`config.mk`:
```
export PLATFORM = sky130hd
export DESIGN_NAME = kmst_dsu
export DESIGN_NICKNAME = d
export VERILOG_FILES = /design/src/design/kmst_pkg.sv /design/src/design/kmst_dsu.sv
export SDC_FILE = /design/constraint.sdc
export NUM_CORES = 1
export LEC_CHECK = 0
export BUFFER_PORTS_ARGS = -buffer_cell sky130_fd_sc_hd__buf_2
export CAP_MARGIN = 25
export CORE_UTILIZATION = 50
export CTS_CLUSTER_SIZE = 16
export DETAILED_ROUTE_END_ITERATION = 16
export GPL_ROUTABILITY_DRIVEN = 0
export GPL_TIMING_DRIVEN = 1
export PLACE_DENSITY = 0.64
export SYNTH_ARGS = -nofsm -noshare
export SYNTH_HDL_FRONTEND = slang
export SYNTH_SLANG_ARGS = --single-unit
```
`constraint.sdc`:
```
create_clock -name clock -period 7.4 [get_ports clock]
set_clock_uncertainty 0.1 [all_clocks]
set_input_delay 0.37 -clock clock [delete_from_list [all_inputs] [get_ports clock]]
set_output_delay 0.37 -clock clock [all_outputs]
set_load 0.005 [all_outputs]
```
`src/design/kmst_pkg.sv`:
```
package kmst_pkg;

   localparam int MAX_VERTICES  = 64;
   localparam int VERT_BITS     = $clog2(MAX_VERTICES);
   localparam int VC_BITS       = 7;
   localparam int WEIGHT_BITS   = 16;
   localparam int TOTAL_BITS    = 22;
   localparam int RANK_BITS     = 3;
   localparam int DEF_MAX_EDGES = 256;
   localparam int REQ_DATA_BITS = 32;
   localparam int RSP_DATA_BITS = 56;

   typedef logic [VERT_BITS-1:0] vert_type;

   // from_vtx sits in the lowest bits
   typedef struct packed {
      logic signed [WEIGHT_BITS-1:0] weight;
      vert_type                      to_vtx;
      vert_type                      from_vtx;
   } edge_type;

   typedef struct packed {
      logic     start;
      logic     clear;
      vert_type a;
      vert_type b;
   } dsu_req_type;

   typedef struct packed {
      logic done;
      logic joined;
   } dsu_rsp_type;

   typedef struct packed {
      logic wr_en;
      logic sort_start;
   } est_ctl_type;

   typedef struct packed {
      logic sort_done;
   } est_sts_type;

endpackage

```
`src/design/kmst_dsu.sv`:
```
module kmst_dsu (
   input  logic                  clock,
   input  logic                  reset,
   input  kmst_pkg::dsu_req_type req,
   output kmst_pkg::dsu_rsp_type rsp
);
   import kmst_pkg::*;

   localparam logic [2:0] ST_IDLE     = 3'd0;
   localparam logic [2:0] ST_FIND_RD  = 3'd1;
   localparam logic [2:0] ST_FIND_CHK = 3'd2;
   localparam logic [2:0] ST_COMP_RD  = 3'd3;
   localparam logic [2:0] ST_COMP_CHK = 3'd4;
   localparam logic [2:0] ST_LINK     = 3'd5;
   localparam logic [2:0] ST_BUMP     = 3'd6;

   typedef struct packed {
      vert_type               parent;
      logic [RANK_BITS-1:0]   rank;
   } node_type;

   node_type mem [MAX_VERTICES];

   // an entry not yet written is its own root with rank zero
   logic [MAX_VERTICES-1:0] vld_ff, vld_in;

   logic [2:0]           st_ff, st_in;
   vert_type             x_ff, x_in;
   vert_type             org_ff, org_in;
   vert_type             b_ff, b_in;
   vert_type             root_ff, root_in;
   logic [RANK_BITS-1:0] rroot_ff, rroot_in;
   vert_type             ra_ff, ra_in;
   logic [RANK_BITS-1:0] rka_ff, rka_in;
   logic                 phase_ff, phase_in;
   logic                 done_ff, done_in;
   logic                 joined_ff, joined_in;

   node_type             rd_ff;
   logic                 rd_vld_ff;
   vert_type             rd_addr_ff;
   vert_type             cur_parent;
   logic [RANK_BITS-1:0] cur_rank;

   logic                 we;
   vert_type             wa;
   node_type             wd;

   assign cur_parent = rd_vld_ff ? rd_ff.parent : rd_addr_ff;
   assign cur_rank   = rd_vld_ff ? rd_ff.rank : '0;

   always_comb begin
      st_in     = st_ff;
      x_in      = x_ff;
      org_in    = org_ff;
      b_in      = b_ff;
      root_in   = root_ff;
      rroot_in  = rroot_ff;
      ra_in     = ra_ff;
      rka_in    = rka_ff;
      phase_in  = phase_ff;
      done_in   = 1'b0;
      joined_in = 1'b0;
      vld_in    = vld_ff;
      we        = 1'b0;
      wa        = x_ff;
      wd        = '{parent: root_ff, rank: cur_rank};
      unique case (st_ff)
         ST_IDLE: begin
            if (req.clear) begin
               vld_in = '0;
            end
            if (req.start) begin
               x_in     = req.a;
               org_in   = req.a;
               b_in     = req.b;
               phase_in = 1'b0;
               st_in    = ST_FIND_RD;
            end
         end
         ST_FIND_RD: st_in = ST_FIND_CHK;
         ST_FIND_CHK: begin
            if (cur_parent == x_ff) begin
               root_in  = x_ff;
               rroot_in = cur_rank;
               x_in     = org_ff;
               st_in    = ST_COMP_RD;
            end else begin
               x_in  = cur_parent;
               st_in = ST_FIND_RD;
            end
         end
         ST_COMP_RD: st_in = ST_COMP_CHK;
         ST_COMP_CHK: begin
            if (cur_parent == root_ff) begin
               if (!phase_ff) begin
                  ra_in    = root_ff;
                  rka_in   = rroot_ff;
                  phase_in = 1'b1;
                  x_in     = b_ff;
                  org_in   = b_ff;
                  st_in    = ST_FIND_RD;
               end else begin
                  st_in = ST_LINK;
               end
            end else begin
               // path compression: point this node straight at the root
               we         = 1'b1;
               wa         = x_ff;
               wd         = '{parent: root_ff, rank: cur_rank};
               vld_in[x_ff] = 1'b1;
               x_in       = cur_parent;
               st_in      = ST_COMP_RD;
            end
         end
         ST_LINK: begin
            if (ra_ff == root_ff) begin
               done_in = 1'b1;
               st_in   = ST_IDLE;
            end else if (rka_ff < rroot_ff) begin
               we            = 1'b1;
               wa            = ra_ff;
               wd            = '{parent: root_ff, rank: rka_ff};
               vld_in[ra_ff] = 1'b1;
               done_in       = 1'b1;
               joined_in     = 1'b1;
               st_in         = ST_IDLE;
            end else begin
               we              = 1'b1;
               wa              = root_ff;
               wd              = '{parent: ra_ff, rank: rroot_ff};
               vld_in[root_ff] = 1'b1;
               if (rka_ff == rroot_ff) begin
                  st_in = ST_BUMP;
               end else begin
                  done_in   = 1'b1;
                  joined_in = 1'b1;
                  st_in     = ST_IDLE;
               end
            end
         end
         ST_BUMP: begin
            we            = 1'b1;
            wa            = ra_ff;
            wd            = '{parent: ra_ff, rank: rka_ff + RANK_BITS'(1)};
            vld_in[ra_ff] = 1'b1;
            done_in       = 1'b1;
            joined_in     = 1'b1;
            st_in         = ST_IDLE;
         end
         default: st_in = ST_IDLE;
      endcase
   end

   always_ff @(posedge clock) begin
      if (we) begin
         mem[wa] <= wd;
      end
      rd_ff      <= mem[x_ff];
      rd_vld_ff  <= vld_ff[x_ff];
      rd_addr_ff <= x_ff;
   end

   always_ff @(posedge clock) begin
      if (reset) begin
         st_ff     <= ST_IDLE;
         vld_ff    <= '0;
         done_ff   <= 1'b0;
         joined_ff <= 1'b0;
      end else begin
         st_ff     <= st_in;
         vld_ff    <= vld_in;
         done_ff   <= done_in;
         joined_ff <= joined_in;
      end
      x_ff     <= x_in;
      org_ff   <= org_in;
      b_ff     <= b_in;
      root_ff  <= root_in;
      rroot_ff <= rroot_in;
      ra_ff    <= ra_in;
      rka_ff   <= rka_in;
      phase_ff <= phase_in;
   end

   assign rsp.done   = done_ff;
   assign rsp.joined = joined_ff;

endmodule

```
Word level (Yosys, flattened, before mapping)

Memories as Yosys holds them, arrays and structs flattened. A register that Yosys moved wholly into a read port is not among the register bits.
Index checks and enable logic that the tools add are counted.

Register bits: 113
RAM bits: 576
Bits of input ports: 16
Output and inout bits: 2
Memories: 1

Add/subtract/negate cells: 1
Order comparisons: 7
Eq/ne operators: 17
Muxes and demuxes: 50
Bitwise gates (word level): 4
Reductions and logical operators: 14

Memories:

| name | depth | width | rd ports | clocked after Yosys merged registers in | write ports | line           | text |
|---|---|---|---|---|---|---|---|
| mem  | 64    | 9     | 1        | 1                                       | 1           | kmst_dsu.sv:22 | `node_type mem [MAX_VERTICES];` |

Operators by type and width:

| cell               | number |
|---|---|
| $mux 64            | 4 |
| $pmux 64 s4        | 1 |
| $or 64x64->64      | 3 |
| $mux 6             | 8 |
| $pmux 6 s2         | 2 |
| $lt 6x7->1 const B | 3 |
| $mux 3             | 7 |
| $demux 1 s6        | 3 |
| $eq 6x6->1         | 3 |
| $ge 6x1->1 const B | 3 |
| $mux 9             | 2 |
| $pmux 3 s6         | 1 |
| $pmux 6 s3         | 1 |
| $pmux 9 s2         | 1 |
| $mux 1             | 14 |
| $ne 2x2->1 const B | 6 |
| $eq 3x3->1 const B | 3 |
| $reduce_and 3->1   | 3 |
| $reduce_and 4->1   | 2 |
| $bmux 1 s6         | 1 |
| $eq 3x2->1 const B | 2 |
| $pmux 1 s2         | 3 |
| $reduce_and 2->1   | 2 |
| $reduce_bool 4->1  | 1 |
| 12 further kinds   | 14 |

Logic depth before layout (Yosys ltp)

Gate-level depths: netlist of the first run.

Depth in word-level cells: 8
Mapped depth: 11
Mapped depth without buffers: 8

Worst setup path after synthesis of the first run

OpenSTA, ideal clock, no wires.

Kind: reg-to-reg
Start: reg rka_ff[2]
End: mem mem[0][1] in the netlist's numbering, data pin
Arrival: 3.686 ns
Slack: 3.073 ns
Stages on the path, launching flop included: 8
Buffers on the path: 2
Cell sequence: edfxtp_1 -> ha_1 -> a21o_1 -> nor2_2 -> clkbuf_1 -> buf_1 -> a21oi_1 -> o211ai_1

RTL lines:

| item                   | line            | text |
|---|---|---|
| start, declared        | kmst_dsu.sv:34  | `logic [RANK_BITS-1:0] rka_ff, rka_in;` |
| start signal, assigned | kmst_dsu.sv:182 | `rka_ff <= rka_in;` |
| end, declared          | kmst_dsu.sv:22  |  |

Worst setup path after layout of the first run

Start: reg st_ff[0]
End: reg vld_ff[46]

Word-level cells in the longest chain between the ends: 3

Ends and longest elaborated chain:

| item                                                             | line            | text |
|---|---|---|
| start, declared                                                  | kmst_dsu.sv:27  | `logic [2:0] st_ff, st_in;` |
| start signal, assigned                                           | kmst_dsu.sv:171 | `st_ff <= st_in;` |
| $eq 3x3->1 / $logic_not 3->1 (equally long branches)             | kmst_dsu.sv:68  | `unique case (st_ff)` |
| $reduce_bool 4->1 (no line) / $ne 2x2->1 (equally long branches) | --              |  |
| $reduce_and 4->1 (no line)                                       | --              |  |
| end signal, assigned                                             | kmst_dsu.sv:172 | `vld_ff <= vld_in;` |
| end, declared                                                    | kmst_dsu.sv:25  | `logic [MAX_VERTICES-1:0] vld_ff, vld_in;` |

Several ways; a longest one is shown, not always the timed one.
A chain may end at the register's enable or synchronous reset.

==> summary.md, run 1 <==
| Metric | Value |
|---|---|
| Status | `finished clean` |
| Main combinational cell family by area after synthesis | `compound AO/OA/AOI/OAI gates` |
| Net Count, Synth | `2314` |
| Nets@finish | `2320` |
| Post-Route WL | `97.2 mm` |
| Distinct cells, synth | `74` |
| Worst Hold Launch | `reset` |
| Clock transition at the registers of the reported paths | `0.06 ns` |
| P per Cell Area | `253 nW/um2` |
| Compound-cell area share of the yosys netlist | `0.132` |
| Synth Flop Type | `edfxtp_1` |
| Num rows | `91` |
| Async S/R FF share, synth | `0` |
| Crit Path Max Fanout | `67` |
| Worst r2r src | `st_ff[0]` |
| Pint | `0.00669 W` |
| Synth Instances | `2294` |
| Crit path capture type | `flip-flop` |
| Core ar. | `61800 um2` |
| Final setup fails | `0` |
| Global-route wire length before repair | `145 mm` |
| Final Cycle Share | `0.632` |
| IO Port Bufs | `17` |
| Setup_tns | `0 ns` |
| Fmax | `214 MHz` |
| Via/cell ratio | `6.88` |
| Starting density of the core | `0.507` |
| H-Tree Depth | `3` |
| Placed insts | `3046` |
| Tot GR Track Use | `0.309` |
| Synthesized flop and latch total | `698` |
| Largest net degree at the start of global routing | `87` |
| RSZ-0062 raised after global routing | `no` |
| Reg power frac | `0.488` |
| Per-cell routed wire length | `30.4 um` |
| Area Overhead vs Synth | `11.6%` |
| Slew @ Worst Pin | `1.08 ns` |
| Pleak | `11.6 nW` |
| Antenna violations before repair | `1` |
| 1st-iter DRT viols | `3271` |
| Clock Latency Late Sink | `0.63 ns` |
| Setup CP Type | `flip-flop to flip-flop` |
| Worst EP arrival | `5.08 ns` |
| Mapped cell area | `31300 um2` |
| EDFF count, synth | `613` |
| Post-synthesis xor/xnor area fraction | `0.00503` |
| Cell accounting for the most synthesized area | `edfxtp_1` |
| CTS Root Cell | `clkbuf_16` |
| Diodes inserted | `0` |
| Die X | `252 um` |
| Finished Layout Cells | `3193` |
| Pre-antenna DRT Iters | `6` |
| Worst Setup SP | `st_ff[0]` |
| Num Clock Sinks | `698` |
| Total grt overflow | `0` |
| Fin Hold WS | `0.253 ns` |
| Num CTS Buffers | `72` |
| Vias post-DR | `21963` |
| DP HPWL | `60.0 mm` |
| Post-CTS Resized | `0` |
| Logic pwr share | `0.097` |
| CTS tree | `done` |
| Vias in the first global route | `21461` |
| Sequential-to-total area share from yosys stat | `0.641` |
| Relative slew slack | `0.281` |
| VDD IR max | `210 uV` |
| Clk network pwr share | `0.415` |
| Class of the worst hold path | `input pin to flip-flop` |
| Startpoint types | `flip-flop` |
| Share of post-route cells with drive strength above 1 | `0.179` |
| Remaining antenna violation count | `0` |
| Die Y-Extent | `252 um` |
| Ys Warns | `0` |
| Slew Limit Fails | `0` |
| Post-Synth Adder-Cell Area | `0.00160` |
| Top-area cell type share of the netlist area | `0.587` |
| Die Area | `63700 um2` |
| Crit path time final | `4.68 ns` |
| FF-to-FF path depth | `9` |
| DRC Markers | `0` |
| Net Sw Frac | `0.245` |
| Most common cell after layout, fill and taps aside | `edfxtp_1` |
| Leading cell types in the layout, fill and taps excluded | `613 x edfxtp_1, 155 x nor3_1, 143 x nor2_1` |
| Switching Power | `0.00217 W` |
| Largest cells by area after synthesis | `edfxtp_1 59%, dfxtp_1 5.4%, mux4_2 4.9%` |
| Syn avg cell area | `13.7 um2` |
| Hold depth | `2` |
| Final Hold Fails | `0` |
| Clk buf depth | `3` |
| Maxcap violations | `0` |
| Post-synthesis simple-gate area fraction | `0.102` |
| Worst endpoint required time | `7.80 ns` |
| I/O pin count | `18` |
| Mux contribution to synthesized area | `0.0877` |
==> per-layer routing <==
layer	track usage	vias up	wire (um)
met5	0	-	13
met4	0.147	2	5300
met3	0.0774	330	10300
met2	0.469	1416	43700
met1	0.418	10923	37900
li1	-	9292	-
==> synthesized netlist by cell type, drive strengths merged (41+ instances only) <==
cell type	count
clkbuf	121
buf	83
a221oi	117
edfxtp	613
nand3	41
o21ai	70
nor3	157
a21oi	44
mux2	46
nand2	128
mux4	68
nor2	149
dfxtp	85
mux2i	69
==> worst max-delay path, cell delays in order, from the launching register on <==
cell	delay, ns
dfxtp_1	1.00
nor2b_4	0.05
buf_4	0.39
nand2_1	0.49
clkinv_1	0.91
nand3_1	0.79
o221ai_1	0.24
nor4_1	0.31
nor2_1	0.09
o221a_2	0.17
==> repair_timing <==
action	4_1_cts	5_1_grt
endpoints found under the hold margin	16	0
buffers inserted	0	0
hold buffers	13	0
==> final cells by class <==
cell class / count / area (um2)
timing repair buffer: 136 / 1070
clock inverter: 35 / 405
tap: 837 / 1050
clock buffer: 95 / 1960
fill: 4917 / 26800
sequential: 698 / 20100
multi-input combinational: 1375 / 10300
inverter: 17 / 63.8
==> kinds of logic (layout without fill, tap and decap cells) <==
group	after synthesis	after routing
adders and majority gates	4	4
xor gates and xnor gates	18	18
buffers and inverters	221	283
and+or+nand+nor	633	633
AOI/OAI and AO/OA	537	537
DFF	698	698
muxes	183	183
==> stage by stage <==
stage / utilization / total power, W / area (um2) / setup WS, ns
after global placement: 0.523 / 0.00522 / 32400 / 2.79
final: 0.566 / 0.00885 / 35000 / 2.72
after global routing: 0.566 / 0.00907 / 35000 / 2.49
after CTS: 0.565 / 0.00886 / 34900 / 2.66
after detailed placement: 0.525 / 0.00523 / 32400 / 2.69
after floorplan: - / 0.00491 / 31300 / 3.07
==> state kept, by name, indices dropped and copies added (netlist names) <==
| register | flops |
|---|---|
| mem | 576 |
| vld_ff | 64 |
| rd_ff | 9 |
| b_ff | 6 |
| org_ff | 6 |
| ra_ff | 6 |
| rd_addr_ff | 6 |
| root_ff | 6 |
| x_ff | 6 |
| rka_ff | 3 |
| rroot_ff | 3 |
| st_ff | 3 |
| done_ff | 1 |
| joined_ff | 1 |
| phase_ff | 1 |
| rd_vld_ff | 1 |
==> power by group through the flow <==
| stage | clock, W | combinational, W | sequential [W] |
|---|---|---|---|
| final | 0.00367 | 0.000860 | 0.00432 |
| after CTS | 0.00371 | 0.000834 | 0.00432 |
| after detailed placement | 0 | 0.000826 | 0.00440 |
| after global routing | 0.00385 | 0.000893 | 0.00432 |
| after global placement | 0 | 0.000817 | 0.00440 |
| after floorplan | 0 | 0.000530 | 0.00438 |
==> worst paths after layout <==
path	to	slack, ns
max	vld_ff[46]	2.72
min	done_ff	0.25
max reg2reg	vld_ff[46]	2.72
min reg2reg	rka_ff[1]	0.39
(Power assumes the default switching activity.)
==> inputs of run 2 (changes only) <==
Settings changed: PLACE_DENSITY 0.64 to 0.67.
Clock period 7.4 ns to 4.2 ns, I/O delays scaled along.
==> summary.md, run 2 (synthesis results as in run 1) <==
| Metric | Value |
|---|---|
| Status | `finished clean` |
| Fmax | `260 MHz` |
| Crit Path Max Fanout | `13` |
| Design Power | `0.0159 W` |
| Crit path capture type | `flip-flop` |
| Critical path cell sequence | `xor2_1, or2_2, o21ai_1, o21ai_0, or3b_1, nor3_1, buf_4` |
| Pre-antenna DRT Iters | `8` |
| Worst r2r src | `ra_ff[0]` |
| Antenna violations before repair | `3` |
| Die Area | `63700 um2` |
| Delay of the slowest critical-path stage | `0.66 ns` |
| Global-route wire length before repair | `145 mm` |
| Most common cell after layout, fill and taps aside | `edfxtp_1` |
| Multi-input gate area | `10300 um2` |
| FF-to-FF path depth | `7` |
| Largest net degree at the start of global routing | `83` |
| Pint | `0.0119 W` |
| Num CTS Buffers | `75` |
| Setup_tns | `0 ns` |
| DP HPWL | `63.6 mm` |
| Worst endpoint required time | `4.45 ns` |
| Biggest regs | `mem x576, vld_ff x64, rd_ff x9` |
| CTS Root Cell | `clkbuf_16` |
| Worst Setup SP | `ra_ff[0]` |
| Share of post-route cells with drive strength above 1 | `0.205` |
| Nets@finish | `2395` |
| Starting density of the core | `0.507` |
| Startpoint types | `flip-flop` |
| Crit path time final | `3.85 ns` |
| Final Hold Fails | `0` |
| Remaining antenna violation count | `0` |
| Leading cell types in the layout, fill and taps excluded | `613 x edfxtp_1, 167 x buf_4, 155 x nor3_1` |
| Clk buf depth | `3` |
| RSZ-0062 raised after global routing | `no` |
| Crit path to | `mem[10][0]` |
| Final Cycle Share | `0.916` |
| DRC Markers | `0` |
| Clock Latency Late Sink | `0.64 ns` |
| Relative slew slack | `0.294` |
| Vias post-DR | `22837` |
| Die X | `252 um` |
| Worst Hold Launch | `reset` |
| VDD IR max | `352 uV` |
| Slew Limit Fails | `0` |
| P per Cell Area | `445 nW/um2` |
| Final setup fails | `0` |
| Slowest-stage cell, CP | `o21ai_1` |
| Vias in the first global route | `22002` |
| Core ar. | `61800 um2` |
| Max FFs per register | `576` |
| Clk network pwr share | `0.420` |
| IO Port Bufs | `17` |
| Maxcap violations | `0` |
| R2r endpoint | `mem[10][0]` |
| Per-cell routed wire length | `30.3 um` |
| Reg area | `20100 um2` |
| Via/cell ratio | `6.98` |
| Diodes inserted | `0` |
| Fillers | `4751` |
| Post CTS Setup Buffer Count | `0` |
| Net Sw Frac | `0.249` |
| H-Tree Depth | `3` |
| Worst EP arrival | `4.10 ns` |
| Num Clock Sinks | `698` |
| Setup CP Type | `flip-flop to flip-flop` |
| Switching Power | `0.00395 W` |
| Total grt overflow | `0` |
| Die Y-Extent | `252 um` |
| CTS tree | `done` |
| Slew @ Worst Pin | `1.06 ns` |
| Logic pwr share | `0.100` |
| 1st-iter DRT viols | `3841` |
| I/O pin count | `18` |
| Biggest register | `mem` |
| Num rows | `91` |
| Tot GR Track Use | `0.311` |
| Flop2flop setup slack | `0.35 ns` |
| Pleak | `12.0 nW` |
| Clock transition at the registers of the reported paths | `0.06 ns` |
| Area Overhead vs Synth | `13.9%` |
| Class of the worst hold path | `input pin to flip-flop` |
| Post-Route WL | `99.0 mm` |
| Reg power frac | `0.480` |
[run 2: cell type report]
class                           count  area share
Clock buffer                       93      0.0562
Clock inverter                     42      0.0134
Tap cell                          837      0.0293
Inverter                           17     0.00179
Timing Repair Buffer              208      0.0467
Sequential cell                   698       0.563
Multi-Input combinational cell   1375       0.289
[run 2: how the worst min path moves through the flow]
stage / slack (ns) / cells past startpoint / end
2_1_floorplan: 0.21 / 0 / b_ff[0]
3_3_place_gp: 0.29 / 1 / b_ff[2]
3_5_place_dp: 0.29 / 1 / b_ff[3]
4_1_cts: 0.06 / 2 / joined_ff
5_1_grt: 0.08 / 2 / joined_ff
6_report: 0.09 / 2 / joined_ff
[run 2: routing by layer]
layer / routed length [um] / track usage
met1: 36200 / 0.409
met2: 44600 / 0.478
met3: 12400 / 0.0784
met4: 5930 / 0.158
met5: 23 / 0
[run 2: worst max-delay path: cells and delay by family (launching register included)]
| kind | cells | cell delay [ns] |
|---|---|---|
| buffers and inverters | 1 | 0.26 |
| xor gates and xnor gates | 1 | 0.23 |
| DFF | 1 | 0.53 |
| and+or+nand+nor | 3 | 1.54 |
| AOI/OAI and AO/OA | 2 | 0.90 |
[run 2: metrics by stage]
stage	setup WS (ns)	util	std cells	hold slack (ns)	instance area (um2)
floorplan	0.0450	-	2294	0.209	31400
global placement	0.550	0.534	3117	0.288	33000
detailed placement	0.438	0.535	3119	0.288	33000
CTS	0.411	0.577	3267	0.0577	35700
global route	0.116	0.578	3270	0.0758	35700
finish	0.352	0.578	3270	0.0865	35700
[run 2: power groups by stage]
stage               Clock, W  Combinational [W]  Sequential [W]
detailed placement         0            0.00151         0.00777
floorplan                  0           0.000934         0.00772
global placement           0            0.00150         0.00777
CTS                  0.00673            0.00153         0.00763
finish               0.00667            0.00159         0.00763
global route         0.00697            0.00164         0.00763
[run 2: what timing repair did]
item	in CTS	in global routing
hold buffers	13	0
gates resized for setup	0	0
endpoints found under the hold margin	22	0
